**src/sv/escape_sequence_key_decoder_assert.svh**
```systemverilog
// Assertion macros used by the top level of the escape sequence key decoder RTL
`ifndef ESCAPE_SEQUENCE_KEY_DECODER_ASSERT_SVH
`define ESCAPE_SEQUENCE_KEY_DECODER_ASSERT_SVH

// Same-cycle implication, checked out of reset
`define ESCKD_ASSERT_NOW(lbl, ante, cons) \
  lbl: assert property (@(posedge clk) disable iff (!rst_n) (ante) |-> (cons)) \
    else $error("esckd: check failed");

// Next-cycle implication, checked out of reset
`define ESCKD_ASSERT_NEXT(lbl, ante, cons) \
  lbl: assert property (@(posedge clk) disable iff (!rst_n) (ante) |=> (cons)) \
    else $error("esckd: check failed");

`endif

```
**src/sv/esckd_pkg.sv**
```systemverilog
// Types and constants of the escape sequence key decoder
package esckd_pkg;

  localparam int unsigned CSI_MAX_CHARS = 7;

  localparam int unsigned ADDR_W = 5;

  // Register indexes (byte address / 4)
  localparam logic [2:0] REG_SS3_ENABLE     = 3'd0;
  localparam logic [2:0] REG_ESCAPE_WAIT    = 3'd1;
  localparam logic [2:0] REG_SEQUENCE_WAIT  = 3'd2;
  localparam logic [2:0] REG_DIGIT_WAIT     = 3'd3;
  localparam logic [2:0] REG_NEWLINE_WAIT   = 3'd4;

  // Key codes
  localparam logic [8:0] KEY_RET   = 9'd13;
  localparam logic [8:0] KEY_ESC   = 9'd27;
  localparam logic [8:0] KEY_UP    = 9'h100;
  localparam logic [8:0] KEY_DOWN  = 9'h101;
  localparam logic [8:0] KEY_LEFT  = 9'h102;
  localparam logic [8:0] KEY_RIGHT = 9'h103;
  localparam logic [8:0] KEY_HOME  = 9'h104;
  localparam logic [8:0] KEY_END   = 9'h105;
  localparam logic [8:0] KEY_PGUP  = 9'h106;
  localparam logic [8:0] KEY_PGDN  = 9'h107;
  localparam logic [8:0] KEY_DEL   = 9'h108;
  localparam logic [8:0] KEY_NONE  = 9'd0;

  // Bytes of interest
  localparam logic [7:0] CH_LF    = 8'h0A;
  localparam logic [7:0] CH_CR    = 8'h0D;
  localparam logic [7:0] CH_ESC   = 8'h1B;
  localparam logic [7:0] CH_0     = 8'h30;
  localparam logic [7:0] CH_9     = 8'h39;
  localparam logic [7:0] CH_SEMI  = 8'h3B;
  localparam logic [7:0] CH_O     = 8'h4F;
  localparam logic [7:0] CH_LBRK  = 8'h5B;
  localparam logic [7:0] CH_TILDE = 8'h7E;
  localparam logic [7:0] CH_A     = 8'h41;
  localparam logic [7:0] CH_B     = 8'h42;
  localparam logic [7:0] CH_C     = 8'h43;
  localparam logic [7:0] CH_D     = 8'h44;
  localparam logic [7:0] CH_F     = 8'h46;
  localparam logic [7:0] CH_H     = 8'h48;

  localparam logic [9:0]  PARAM_MAX = 10'd1023;
  localparam logic [15:0] WAIT_MAX  = 16'hFFFF;

  typedef enum logic [5:0] {
    PH_IDLE = 6'b000001,
    PH_NL   = 6'b000010,
    PH_ESC  = 6'b000100,
    PH_SS3  = 6'b001000,
    PH_CSI1 = 6'b010000,
    PH_CSIP = 6'b100000
  } phase_t;

  typedef struct packed {
    phase_t      phase;
    logic [15:0] wait_count;
    logic [9:0]  param_value;
    logic [3:0]  param_chars;
    logic        param_closed;
  } dec_state_t;

  typedef struct packed {
    logic        ss3_enable;
    logic [15:0] escape_wait_ticks;
    logic [15:0] sequence_wait_ticks;
    logic [15:0] digit_wait_ticks;
    logic [15:0] newline_wait_ticks;
  } cfg_t;

endpackage

```
**src/sv/escape_sequence_key_decoder.sv**
```systemverilog
// Top level of the terminal escape sequence key decoder
// Decodes a stream of terminal bytes and time ticks into key codes. Each input
// item is either a received byte (in_action 0) or one elapsed tick (in_action 1);
// each item gives zero or one key on the out_ channel: the byte itself, 13 for
// Return (CR or LF, a second CR/LF inside the newline wait is swallowed), 27 for
// Escape, or 256..264 for Up, Down, Left, Right, Home, End, Page Up, Page Down and
// Delete from ESC O x and ESC [ ... sequences. An item is taken every clock cycle
// unless the input is blocked as below; it is registered in the input register,
// decoded against the sequence state once the output slot is free, and its key is
// loaded into the output register, which drives out_valid and out_key_code. A held
// result only blocks the input once both the input and output registers are full.
// Wait limits and ESC O decoding are set through the APB-style port (registers at
// 0x0..0x10); write them only while the decoder is quiet. No initialisation pass
// after reset.
module escape_sequence_key_decoder (
  input  logic                          clk,
  input  logic                          rst_n,
  // input items
  input  logic                          in_valid,
  output logic                          in_ready,
  input  logic                          in_action,
  input  logic [7:0]                    in_rx_byte,
  // result items
  output logic                          out_valid,
  input  logic                          out_ready,
  output logic [8:0]                    out_key_code,
  // configuration
  input  logic                          psel,
  input  logic                          penable,
  input  logic                          pwrite,
  input  logic [esckd_pkg::ADDR_W-1:0]  paddr,
  input  logic [31:0]                   pwdata,
  output logic [31:0]                   prdata,
  output logic                          pready
);

  `include "escape_sequence_key_decoder_assert.svh"

  esckd_pkg::cfg_t       cfg;
  esckd_pkg::dec_state_t state_r;
  esckd_pkg::dec_state_t state_nxt;
  esckd_pkg::dec_state_t step_state;

  // input register
  logic       in_full_r;
  logic       in_full_nxt;
  logic       in_action_r;
  logic [7:0] in_rx_byte_r;

  // output register
  logic       out_valid_r;
  logic       out_valid_nxt;
  logic [8:0] out_key_code_r;
  logic [8:0] out_key_code_nxt;

  logic       in_take;
  logic       advance;  // output slot is free this cycle
  logic       proc;     // buffered item decoded this cycle
  logic       emit;
  logic [8:0] key;

  esckd_cfg u_cfg (
    .clk     (clk),
    .rst_n   (rst_n),
    .psel    (psel),
    .penable (penable),
    .pwrite  (pwrite),
    .paddr   (paddr),
    .pwdata  (pwdata),
    .prdata  (prdata),
    .pready  (pready),
    .cfg_o   (cfg)
  );

  esckd_step u_step (
    .state_i (state_r),
    .cfg_i   (cfg),
    .action  (in_action_r),
    .rx_byte (in_rx_byte_r),
    .state_o (step_state),
    .emit    (emit),
    .key     (key)
  );

  assign advance  = !out_valid_r || out_ready;
  assign proc     = in_full_r && advance;
  assign in_ready = !in_full_r || advance;
  assign in_take  = in_valid && in_ready;

  assign out_valid    = out_valid_r;
  assign out_key_code = out_key_code_r;

  always_comb begin
    in_full_nxt = in_full_r;
    if (in_take) begin
      in_full_nxt = 1'b1;
    end else if (proc) begin
      in_full_nxt = 1'b0;
    end
  end

  // sequence state only moves when an item is decoded
  assign state_nxt = proc ? step_state : state_r;

  always_comb begin
    out_valid_nxt    = out_valid_r;
    out_key_code_nxt = out_key_code_r;
    if (proc) begin
      out_valid_nxt    = emit;
      out_key_code_nxt = key;
    end else if (out_ready) begin
      out_valid_nxt = 1'b0;
    end
  end

  always_ff @(posedge clk) begin
    if (!rst_n) begin
      in_full_r     <= 1'b0;
      out_valid_r   <= 1'b0;
      state_r.phase        <= esckd_pkg::PH_IDLE;
      state_r.wait_count   <= 16'd0;
      state_r.param_value  <= 10'd0;
      state_r.param_chars  <= 4'd0;
      state_r.param_closed <= 1'b0;
    end else begin
      in_full_r   <= in_full_nxt;
      out_valid_r <= out_valid_nxt;
      state_r     <= state_nxt;
    end
  end

  // payload registers, no reset
  always_ff @(posedge clk) begin
    if (in_take) begin
      in_action_r  <= in_action;
      in_rx_byte_r <= in_rx_byte;
    end
    out_key_code_r <= out_key_code_nxt;
  end

  // a decoded item with a key must show up in the output register
  `ESCKD_ASSERT_NEXT(a_emit_lands, proc && emit, out_valid_r && (out_key_code_r == $past(key)))
  // a buffered item is not lost while the output is blocked
  `ESCKD_ASSERT_NEXT(a_in_hold, in_full_r && !advance, in_full_r && $stable(in_rx_byte_r))
  // too-long CSI sequences are cut before the count reaches the limit
  `ESCKD_ASSERT_NOW(a_chars_bound, state_r.phase == esckd_pkg::PH_CSIP,
                    {28'd0, state_r.param_chars} < esckd_pkg::CSI_MAX_CHARS)
  // idle never carries a running wait
  `ESCKD_ASSERT_NOW(a_idle_wait, state_r.phase == esckd_pkg::PH_IDLE,
                    state_r.wait_count == 16'd0)

endmodule

```
**src/sv/esckd_cfg.sv**
```systemverilog
// APB-style configuration registers of the key decoder
module esckd_cfg (
  input  logic                          clk,
  input  logic                          rst_n,
  input  logic                          psel,
  input  logic                          penable,
  input  logic                          pwrite,
  input  logic [esckd_pkg::ADDR_W-1:0]  paddr,
  input  logic [31:0]                   pwdata,
  output logic [31:0]                   prdata,
  output logic                          pready,
  output esckd_pkg::cfg_t               cfg_o
);

  esckd_pkg::cfg_t cfg_r;
  esckd_pkg::cfg_t cfg_nxt;
  logic            wr_en;
  logic [2:0]      idx;

  assign pready = 1'b1;
  assign wr_en  = psel & penable & pwrite & pready;
  assign idx    = paddr[4:2];
  assign cfg_o  = cfg_r;

  always_comb begin
    cfg_nxt = cfg_r;
    if (wr_en) begin
      case (idx)
        esckd_pkg::REG_SS3_ENABLE:    cfg_nxt.ss3_enable          = pwdata[0];
        esckd_pkg::REG_ESCAPE_WAIT:   cfg_nxt.escape_wait_ticks   = pwdata[15:0];
        esckd_pkg::REG_SEQUENCE_WAIT: cfg_nxt.sequence_wait_ticks = pwdata[15:0];
        esckd_pkg::REG_DIGIT_WAIT:    cfg_nxt.digit_wait_ticks    = pwdata[15:0];
        esckd_pkg::REG_NEWLINE_WAIT:  cfg_nxt.newline_wait_ticks  = pwdata[15:0];
        default: ;
      endcase
    end
  end

  always_comb begin
    case (idx)
      esckd_pkg::REG_SS3_ENABLE:    prdata = {31'd0, cfg_r.ss3_enable};
      esckd_pkg::REG_ESCAPE_WAIT:   prdata = {16'd0, cfg_r.escape_wait_ticks};
      esckd_pkg::REG_SEQUENCE_WAIT: prdata = {16'd0, cfg_r.sequence_wait_ticks};
      esckd_pkg::REG_DIGIT_WAIT:    prdata = {16'd0, cfg_r.digit_wait_ticks};
      esckd_pkg::REG_NEWLINE_WAIT:  prdata = {16'd0, cfg_r.newline_wait_ticks};
      default:                      prdata = 32'd0;
    endcase
  end

  always_ff @(posedge clk) begin
    if (!rst_n) begin
      cfg_r.ss3_enable          <= 1'b1;
      cfg_r.escape_wait_ticks   <= 16'd40;
      cfg_r.sequence_wait_ticks <= 16'd40;
      cfg_r.digit_wait_ticks    <= 16'd20;
      cfg_r.newline_wait_ticks  <= 16'd5;
    end else begin
      cfg_r <= cfg_nxt;
    end
  end

endmodule

```
**src/sv/esckd_step.sv**
```systemverilog
// Next-state and key decode for one byte or tick
module esckd_step (
  input  esckd_pkg::dec_state_t state_i,
  input  esckd_pkg::cfg_t       cfg_i,
  input  logic                  action,
  input  logic [7:0]            rx_byte,
  output esckd_pkg::dec_state_t state_o,
  output logic                  emit,
  output logic [8:0]            key
);

  function automatic logic [8:0] final_letter(input logic [7:0] b);
    logic [8:0] k;
    case (b)
      esckd_pkg::CH_A: k = esckd_pkg::KEY_UP;
      esckd_pkg::CH_B: k = esckd_pkg::KEY_DOWN;
      esckd_pkg::CH_C: k = esckd_pkg::KEY_RIGHT;
      esckd_pkg::CH_D: k = esckd_pkg::KEY_LEFT;
      esckd_pkg::CH_H: k = esckd_pkg::KEY_HOME;
      esckd_pkg::CH_F: k = esckd_pkg::KEY_END;
      default:         k = esckd_pkg::KEY_ESC;
    endcase
    return k;
  endfunction

  // KEY_NONE for paste markers
  function automatic logic [8:0] tilde_key(input logic [9:0] n);
    logic [8:0] k;
    case (n)
      10'd1, 10'd7:     k = esckd_pkg::KEY_HOME;
      10'd3:            k = esckd_pkg::KEY_DEL;
      10'd4, 10'd8:     k = esckd_pkg::KEY_END;
      10'd5:            k = esckd_pkg::KEY_PGUP;
      10'd6:            k = esckd_pkg::KEY_PGDN;
      10'd200, 10'd201: k = esckd_pkg::KEY_NONE;
      default:          k = esckd_pkg::KEY_ESC;
    endcase
    return k;
  endfunction

  logic        is_nl;
  logic        is_digit;
  logic        is_semi;
  logic [15:0] limit;
  logic [15:0] wc_inc;
  logic [13:0] acc;
  logic [3:0]  chars_inc;

  assign is_nl     = (rx_byte == esckd_pkg::CH_CR) || (rx_byte == esckd_pkg::CH_LF);
  assign is_digit  = (rx_byte >= esckd_pkg::CH_0) && (rx_byte <= esckd_pkg::CH_9);
  assign is_semi   = (rx_byte == esckd_pkg::CH_SEMI);
  assign wc_inc    = (state_i.wait_count == esckd_pkg::WAIT_MAX) ?
                     state_i.wait_count : state_i.wait_count + 16'd1;
  // value*10 + digit, 14 bits hold 1023*10+9
  assign acc       = ({4'd0, state_i.param_value} << 3) + ({4'd0, state_i.param_value} << 1)
                     + {10'd0, rx_byte[3:0]};
  assign chars_inc = state_i.param_chars + 4'd1;

  always_comb begin
    case (state_i.phase)
      esckd_pkg::PH_NL:   limit = cfg_i.newline_wait_ticks;
      esckd_pkg::PH_ESC:  limit = cfg_i.escape_wait_ticks;
      esckd_pkg::PH_SS3,
      esckd_pkg::PH_CSI1: limit = cfg_i.sequence_wait_ticks;
      esckd_pkg::PH_CSIP: limit = cfg_i.digit_wait_ticks;
      default:            limit = 16'd0;
    endcase
  end

  always_comb begin
    state_o = state_i;
    emit    = 1'b0;
    key     = esckd_pkg::KEY_NONE;
    if (action) begin
      case (state_i.phase)
        esckd_pkg::PH_NL, esckd_pkg::PH_ESC, esckd_pkg::PH_SS3,
        esckd_pkg::PH_CSI1, esckd_pkg::PH_CSIP: begin
          state_o.wait_count = wc_inc;
          if (wc_inc >= limit) begin
            if (state_i.phase != esckd_pkg::PH_NL) begin
              emit = 1'b1;
              key  = esckd_pkg::KEY_ESC;
            end
            state_o.phase      = esckd_pkg::PH_IDLE;
            state_o.wait_count = 16'd0;
          end
        end
        default: begin
          state_o.phase = esckd_pkg::PH_IDLE;
        end
      endcase
    end else begin
      case (state_i.phase)
        esckd_pkg::PH_ESC: begin
          state_o.wait_count = 16'd0;
          if (rx_byte == esckd_pkg::CH_O && cfg_i.ss3_enable) begin
            state_o.phase = esckd_pkg::PH_SS3;
          end else if (rx_byte == esckd_pkg::CH_LBRK) begin
            state_o.phase = esckd_pkg::PH_CSI1;
          end else begin
            state_o.phase = esckd_pkg::PH_IDLE;
            emit = 1'b1;
            key  = esckd_pkg::KEY_ESC;
          end
        end
        esckd_pkg::PH_SS3: begin
          state_o.phase      = esckd_pkg::PH_IDLE;
          state_o.wait_count = 16'd0;
          emit = 1'b1;
          key  = final_letter(rx_byte);
        end
        esckd_pkg::PH_CSI1: begin
          state_o.wait_count = 16'd0;
          if (is_digit) begin
            state_o.phase        = esckd_pkg::PH_CSIP;
            state_o.param_value  = {6'd0, rx_byte[3:0]};
            state_o.param_chars  = 4'd1;
            state_o.param_closed = 1'b0;
            if (32'd1 >= esckd_pkg::CSI_MAX_CHARS) begin
              state_o.phase = esckd_pkg::PH_IDLE;
              emit = 1'b1;
              key  = esckd_pkg::KEY_ESC;
            end
          end else begin
            state_o.phase = esckd_pkg::PH_IDLE;
            emit = 1'b1;
            key  = final_letter(rx_byte);
          end
        end
        esckd_pkg::PH_CSIP: begin
          state_o.wait_count = 16'd0;
          if (is_digit || is_semi) begin
            if (is_semi) begin
              state_o.param_closed = 1'b1;
            end else if (!state_i.param_closed) begin
              state_o.param_value = (acc > {4'd0, esckd_pkg::PARAM_MAX}) ?
                                    esckd_pkg::PARAM_MAX : acc[9:0];
            end
            state_o.param_chars = chars_inc;
            if ({28'd0, chars_inc} >= esckd_pkg::CSI_MAX_CHARS) begin
              state_o.phase = esckd_pkg::PH_IDLE;
              emit = 1'b1;
              key  = esckd_pkg::KEY_ESC;
            end
          end else begin
            state_o.phase = esckd_pkg::PH_IDLE;
            if (rx_byte == esckd_pkg::CH_TILDE) begin
              key  = tilde_key(state_i.param_value);
              emit = (key != esckd_pkg::KEY_NONE);
            end else begin
              key  = final_letter(rx_byte);
              emit = 1'b1;
            end
          end
        end
        default: begin
          // idle, newline wait and unused codes: byte handled as from idle,
          // except a second CR/LF in the newline wait which is swallowed
          state_o.phase      = esckd_pkg::PH_IDLE;
          state_o.wait_count = 16'd0;
          if (is_nl) begin
            if (state_i.phase != esckd_pkg::PH_NL) begin
              state_o.phase = esckd_pkg::PH_NL;
              emit = 1'b1;
              key  = esckd_pkg::KEY_RET;
            end
          end else if (rx_byte == esckd_pkg::CH_ESC) begin
            state_o.phase = esckd_pkg::PH_ESC;
          end else begin
            emit = 1'b1;
            key  = {1'b0, rx_byte};
          end
        end
      endcase
    end
  end

endmodule

```
**config.mk**
```make
export PLATFORM = sky130hd
export DESIGN_NAME = escape_sequence_key_decoder
export DESIGN_NICKNAME = d
export VERILOG_FILES = /design/src/sv/esckd_pkg.sv /design/src/sv/escape_sequence_key_decoder.sv /design/src/sv/esckd_cfg.sv /design/src/sv/esckd_step.sv
export VERILOG_INCLUDE_DIRS = /design/src /design/src/sv
export SDC_FILE = /design/constraint.sdc
export NUM_CORES = 1
export LEC_CHECK = 0
export ABC_AREA = 1
export BUFFER_PORTS_ARGS = -buffer_cell sky130_fd_sc_hd__buf_2
export CORE_AREA = 2 2 118 235
export CTS_CLUSTER_SIZE = 40
export DETAILED_ROUTE_END_ITERATION = 16
export DIE_AREA = 0 0 120 237
export MAX_ROUTING_LAYER = met4
export SYNTH_ARGS = -nofsm -noshare
export SYNTH_HDL_FRONTEND = slang
export SYNTH_SLANG_ARGS = --single-unit
export TNS_END_PERCENT = 10
```
**constraint.sdc**
```tcl
create_clock -name clk -period 2.55 [get_ports clk]
set_clock_uncertainty 0.1 [all_clocks]
set_input_delay 0.255 -clock clk [delete_from_list [all_inputs] [get_ports clk]]
set_output_delay 0.255 -clock clk [all_outputs]
set_load 0.02 [all_outputs]
```
# == Word-level counts from Yosys, hierarchy flattened ==
# Index checks and enable logic that the tools add are counted.
# word_totals
regBits,122
memories,0
latch_bits,0
input_bits,53
rom_bits,0
ramBits,0
word_cells,158
output_inout_bits,44
# classes
n_lt_le_gt_ge,5
bitwise,3
n_mux,60
n_eq_ne,41
n_reduce_logical,30
n_addsub,4
div_mod_pow,0
mul,0
shift,0
# ops
operator,count
$pmux 9 s6,2
$mux 9,10
$pmux 22 s4,1
$pmux 16 s5,1
$eq 8x7->1 const B,9
$pmux 16 s4,1
$mux 22,2
$eq 10x3->1 const B,4
$mux 6,6
$pmux 9 s4,1
$mux 16,2
$mux 10,3
$mux 15,2
$pmux 15 s2,1
$mux 5,5
$eq 10x8->1 const B,2
$mux 1,17
$add 16x1->16 const B,1
$eq 16x16->1 const B,1
$eq 8x4->1 const B,2
$ge 16x16->1,1
$mux 8,2
$add 13x11->14,1
$add 14x4->14,1
42 further kinds,65

# == Depth between registers and ports, before layout ==
# logic_depth
ltp_word,13
mapped_depth,23
depth_no_buf,23

# == Cells and area by module ==
# From an unflattened synthesis, not the netlist that was laid out.
# unflattened
cells_unflattened,1462
hier_area_um2,9087.5
# modules_own_cells
module,cells_each,n_inst,seq_area_each_um2,area_each_um2
esckd_step,638,1,0.0,3450.8
esckd_cfg,552,1,1301.2,3355.7
escape_sequence_key_decoder,272,1,1321.3,2280.9

# == Least setup slack after synthesis ==
# Ideal clock, no wire load.
# synth_timing
kind,register to register
start,register state_r[33] (netlist name)
end,register state_r[19] (netlist name)
required_ps,2380
setup_time_ps,70
stages_incl_launch_ff,16
arrival_time_ps,2648
path_slack_ps,-268
path_buffers,3
period_less_slack_ps,2818
cell_sequence,dfxtp_1 > nor2_2 > nand3_4 > inv_4 > buf_2 > buf_1 > a221oi_1 > ha_1 > a21oi_1 > o21ai_0 > nor2_1 > nand3_1 > nor2_4 > buf_6 > nand2_1 > a21oi_1
# synth_between
elab_chain_cells,7
word_cells_on_any_way,14
cone_classes,1 x order compare; 6 x eq/ne; 4 x mux; 3 x reduce/logical
# synth_rtl
item,line_no,rtl
from (decl),escape_sequence_key_decoder.sv:40,esckd_pkg::dec_state_t state_r;
from (signal assigned),escape_sequence_key_decoder.sv:128,state_r <= state_nxt;
$eq 6x4->1 or $eq 6x5->1 (tied branches),"esckd_step.sv:60, esckd_step.sv:75",
$reduce_or 2->1,esckd_step.sv:60,case (state_i.phase)
$pmux 16 s4,esckd_step.sv:60,
$ge 16x16->1,esckd_step.sv:79,if (wc_inc >= limit) begin
$mux 22,esckd_step.sv:79,
$mux 16,esckd_step.sv:75,case (state_i.phase)
$mux 22,esckd_step.sv:74,if (action) begin
# Parallel ways exist; a longest one is shown, timed or not. The select of a mux whose other input is x is not followed.
# A chain may end at the register's enable or synchronous reset.

# == Final worst setup path ==
# layout_timing
start,register state_r[16] (netlist name)
end,register state_r[36] (netlist name)
# layout_between
elab_chain_cells,5
word_cells_on_any_way,6
cone_classes,1 x add/sub; 1 x order compare; 2 x eq/ne; 1 x mux; 1 x reduce/logical
# layout_rtl
item,line_no,rtl
$add 16x1->16 or $eq 16x16->1 (tied branches),"esckd_step.sv:53, esckd_step.sv:52",
$mux 16 (*),esckd_step.sv:52,assign wc_inc = (state_i.wait_count == esckd_pkg::WAIT_MAX) ?
$ge 16x16->1 (*),esckd_step.sv:79,
$ne 3x2->1 (no line) (*),n/a,
$reduce_and 3->1 (no line) (*),n/a,
# Mark *: on every way between the ends. The rest lies on a longest branch, timed or not.

==> results.tsv <==
stage	metric	value	unit
critical_path	path_class	flop to flop	
detailed_routing	first_pass_iters	6	
cts	cts_max_level	4	
power_and_ir_drop	power.switching	1.255	mW
layout	nets	1443	
detailed_routing	met3_length	859	um
critical_path	r2r_start	state_r[16]$_SDFFE_PN0P_	
detailed_routing	met2_length	11.20	mm
detailed_routing	viasPerCell	4.710	
floorplanning	die_w	120	um
critical_path	regToRegSetupSlack	-0.28	ns
detailed_routing	wirelength	23.04	mm
power_and_ir_drop	combPwrFrac	0.090	
min_path	hold_start	pwdata[13]	
global_route	grt_pass1_wl	38.71	mm
sta	fin_setup_tns	-5.906	ns
synthesis	synth_cell_types	52	
synthesis	synth_edf_count	18	
sta	slew_violations	0	
place	place_ws	-0.3562	ns
sta	final-hold-violation-count	0	
synthesis	synth_seq_cells	122	
cts	numCtsBuffers	17	
power_and_ir_drop	pwr-share-clk	0.497	
synthesis	synth_area	0.007909	mm^2
floorplanning	start_util	0.2963	
cts	cts_sinks	122	
detailed_routing	wl_per_cell	13.47	um
critical_path	cp-end-kind	flop	
synthesis	synth_xor_area_frac	0.01550	
min_path	min_path_type	input pin to flop	
critical_path	cp_top_family	simple AND/OR/NAND/NOR gates	
synthesis	ys_async_sr_fraction	0	
detailed_routing	first_iter_violations	389	
synthesis	synth-simple-area-share	0.3064	
detailed_routing	met1Wirelength	10.66	mm
global_route	grtUsageTotal	0.1719	
critical_path	crit_chain	buf_4 > nand2_2 > nor3_2 > nand4_1 > a21oi_1 > o21ai_1 > ha_1 > nand4_1 > buf_4 > a21oi_2 > nor2_4 > nand4_1 > buf_4 > nand4_1 > nand2_1 > nor2_1	
detailed_routing	top_layer_used	met4	
layout	drive_above_1_share	0.2238	
power_and_ir_drop	p_total	4.897	mW
layout	nFillCells	2803	
synthesis	synthTopCellsByArea	dfxtp_1, nand2_1, nor2_1, edfxtp_1, inv_1	
critical_path	critPathBufInv	3	
sta	setup_violations	27	
place	placedInstanceArea	0.009308	mm^2
sta	rsz0062_at_grt	yes	
power_and_ir_drop	p_leak	4.746	nW
sta	max_slew.worst_pin.slew	0.8028	ns
global_route	grt_max_degree	64	
synthesis	synth_fa_ha_area_frac	0.06518	
synthesis	synth_ff_type	dfxtp_1	
sta	fmax	0.3529	GHz
critical_path	cp.required	2.77	ns
place	dp_hpwl	16.55	mm
power_and_ir_drop	peakVddDrop	0.0006144	V
synthesis	synth_top_area_cell	dfxtp_1	
synthesis	synth_common_cells	nand2_1, nor2_1, inv_1, dfxtp_1, o21ai_0	
sta	finalCritPeriodShare	1.111	
floorplanning	fp.dieH	237	um
critical_path	max_stage_delay	0.37	ns
critical_path	start_kind	flop	
cts	cts_tree	yes	
critical_path	critPathLaunch	state_r[16]$_SDFFE_PN0P_	
run_status	violations	negative setup slack	
place	place_congestion	0.8548	
floorplanning	ios	97	
power_and_ir_drop	swShare	0.2563	
detailed_routing	ant_nets	0	
floorplanning	core	0.02669	mm^2
power_and_ir_drop	power.density	473.0	mW/mm^2
layout	syn_to_final_growth	30.90	%
synthesis	synth.avg_cell_area	6.714	um^2
synthesis	synthMuxAreaShare	0	
floorplanning	die-area	0.02844	mm^2
synthesis	ys_seq_area_frac	0.3316	
floorplanning	rows	85	
critical_path	crit_top_cell	nand4_1	
cts	clk_pin_slew	0.06	ns
sta	setup_ws	-0.2834	ns
synthesis	yosysWarnings	0	
critical_path	cp_slowest_cell	dfxtp_4	
detailed_routing	drc	0	
critical_path	crit_arrival	3.06	ns
cts	cts-root-buf	clkbuf_16	
layout	diodes	0	
synthesis	netlist_instances	1178	
global_route	grt_pass1_vias	7834	
run_status	status	finished, violations left	
synthesis	synth_top_family_by_area	simple AND/OR/NAND/NOR gates	
sta	timing.slew.headroom	0.4642	
power_and_ir_drop	p_int	3.642	mW
cts	clk_path_buf_depth	2	
detailed_routing	vias	8058	
sta	layout_min_cycle_time	2.833	ns
synthesis	yosysMostFrequentCell	nand2_1	
global_route	antenna_found_initial	0	
synthesis	netlist.area_leader.share	0.2632	
synthesis	synth_compound_area_frac	0.1747	
flow_run	cap_viol_max_count	0	
global_route	grt_overflow	0	
power_and_ir_drop	power_frac_seq	0.412	
critical_path	crit_fanout	5	
cts	insertion_delay	0.43	ns
place	io_buffers	61	
layout	final_area	0.01035	mm^2
-- layer usage --
layer  GRT usage  vias up
met2      0.2824      169
met1      0.2169     3654
met5           -        -
met4     0.05205        0
met3     0.02553       27
li1            -     4208
-- cell type report --
cell class / instances / area, um^2 / share of cell area
inverter: 147 / 554.3 / 0.05354
sequential: 122 / 2643 / 0.2553
multi-input combinational: 872 / 4753 / 0.4592
clock buffer: 19 / 452.9 / 0.04375
clock inverter: 13 / 140.1 / 0.01354
tap: 348 / 435.4 / 0.04206
timing repair buffer: 190 / 1374 / 0.1327
-- worst register-to-register path: stages (launching register included) --
cell	delay (ns)
dfxtp_4	0.37
buf_4	0.10
nand2_2	0.06
nor3_2	0.22
nand4_1	0.22
a21oi_1	0.17
o21ai_1	0.10
ha_1	0.31
nand4_1	0.14
buf_4	0.17
a21oi_2	0.15
nor2_4	0.07
nand4_1	0.16
buf_4	0.16
nand4_1	0.09
nand2_1	0.09
nor2_1	0.05
-- timing repair --
item	CTS	global route
endpoints found under the setup margin	37	37
gates resized for setup	19	32
gates cloned	0	0
hold buffers	20	0
hold endpoints to repair	27	0
setup buffers	9	4
pin swaps	16	12
-- placed cells by master, fill, tap and decap left out, drive strengths merged, types with 8 or more instances in the layout --
cell type and n:
o2111ai 11, ha 38, edfxtp 18, buf 170, clkbuf 19, nand3 67, nand2 278, a21oi 79
o21ai 102, inv 151, dfxtp 104, a221oi 15, nor2 183, dlygate4sd3 20, nand4 19, conb 17
nor3 8, o22ai 11, xor2 9
-- flip-flops by register name, summed over array words and instances, names as in the netlist --
| signal | cells |
|---|---|
| in_action_r | 1 |
| in_rx_byte_r | 8 |
| out_key_code | 9 |
| out_valid | 1 |
| u_cfg.cfg_o | 65 |
| state_r | 37 |
| in_full_r | 1 |
-- worst paths after layout --
check                                 endpoint  cells after the start
setup / recovery      state_r[36]$_SDFFE_PN0P_                     16
hold / removal    u_cfg.cfg_o[29]$_SDFFE_PN0P_                      3
setup reg to reg      state_r[36]$_SDFFE_PN0P_                     16
hold reg to reg   u_cfg.cfg_o[21]$_SDFFE_PN0P_                      2
-- cells by family (layout without fill, tap and decap cells) --
logic type	after synthesis	in the layout
AND/OR/NAND/NOR	562	562
AO/OA/AOI/OAI	239	239
buffers and inverters	199	369
flip-flops	122	122
adder cells (fa/ha/maj)	40	40
XOR/XNOR	14	14
other	2	17
-- power groups by stage --
| stage | combinational, mW | sequential [mW] | clock [mW] |
|---|---|---|---|
| 2_1_floorplan | 0.270 | 2.07 | 0 |
| 3_3_place_gp | 0.409 | 2.06 | 0 |
| 3_5_place_dp | 0.409 | 2.06 | 0 |
| 4_1_cts | 0.439 | 2.02 | 2.48 |
| 5_1_grt | 0.497 | 2.02 | 2.57 |
| 6_report | 0.443 | 2.02 | 2.43 |
-- through the flow --
stage	std cells	hold slack, ns	util
2_1_floorplan	1193	0.2539	-
3_3_place_gp	1646	0.3336	0.3487
3_5_place_dp	1646	0.3333	0.3487
4_1_cts	1707	0.001678	0.3827
5_1_grt	1711	0.02509	0.3878
6_report	1711	0.005476	0.3878
Note: power is estimated with default switching activity, not from simulation.
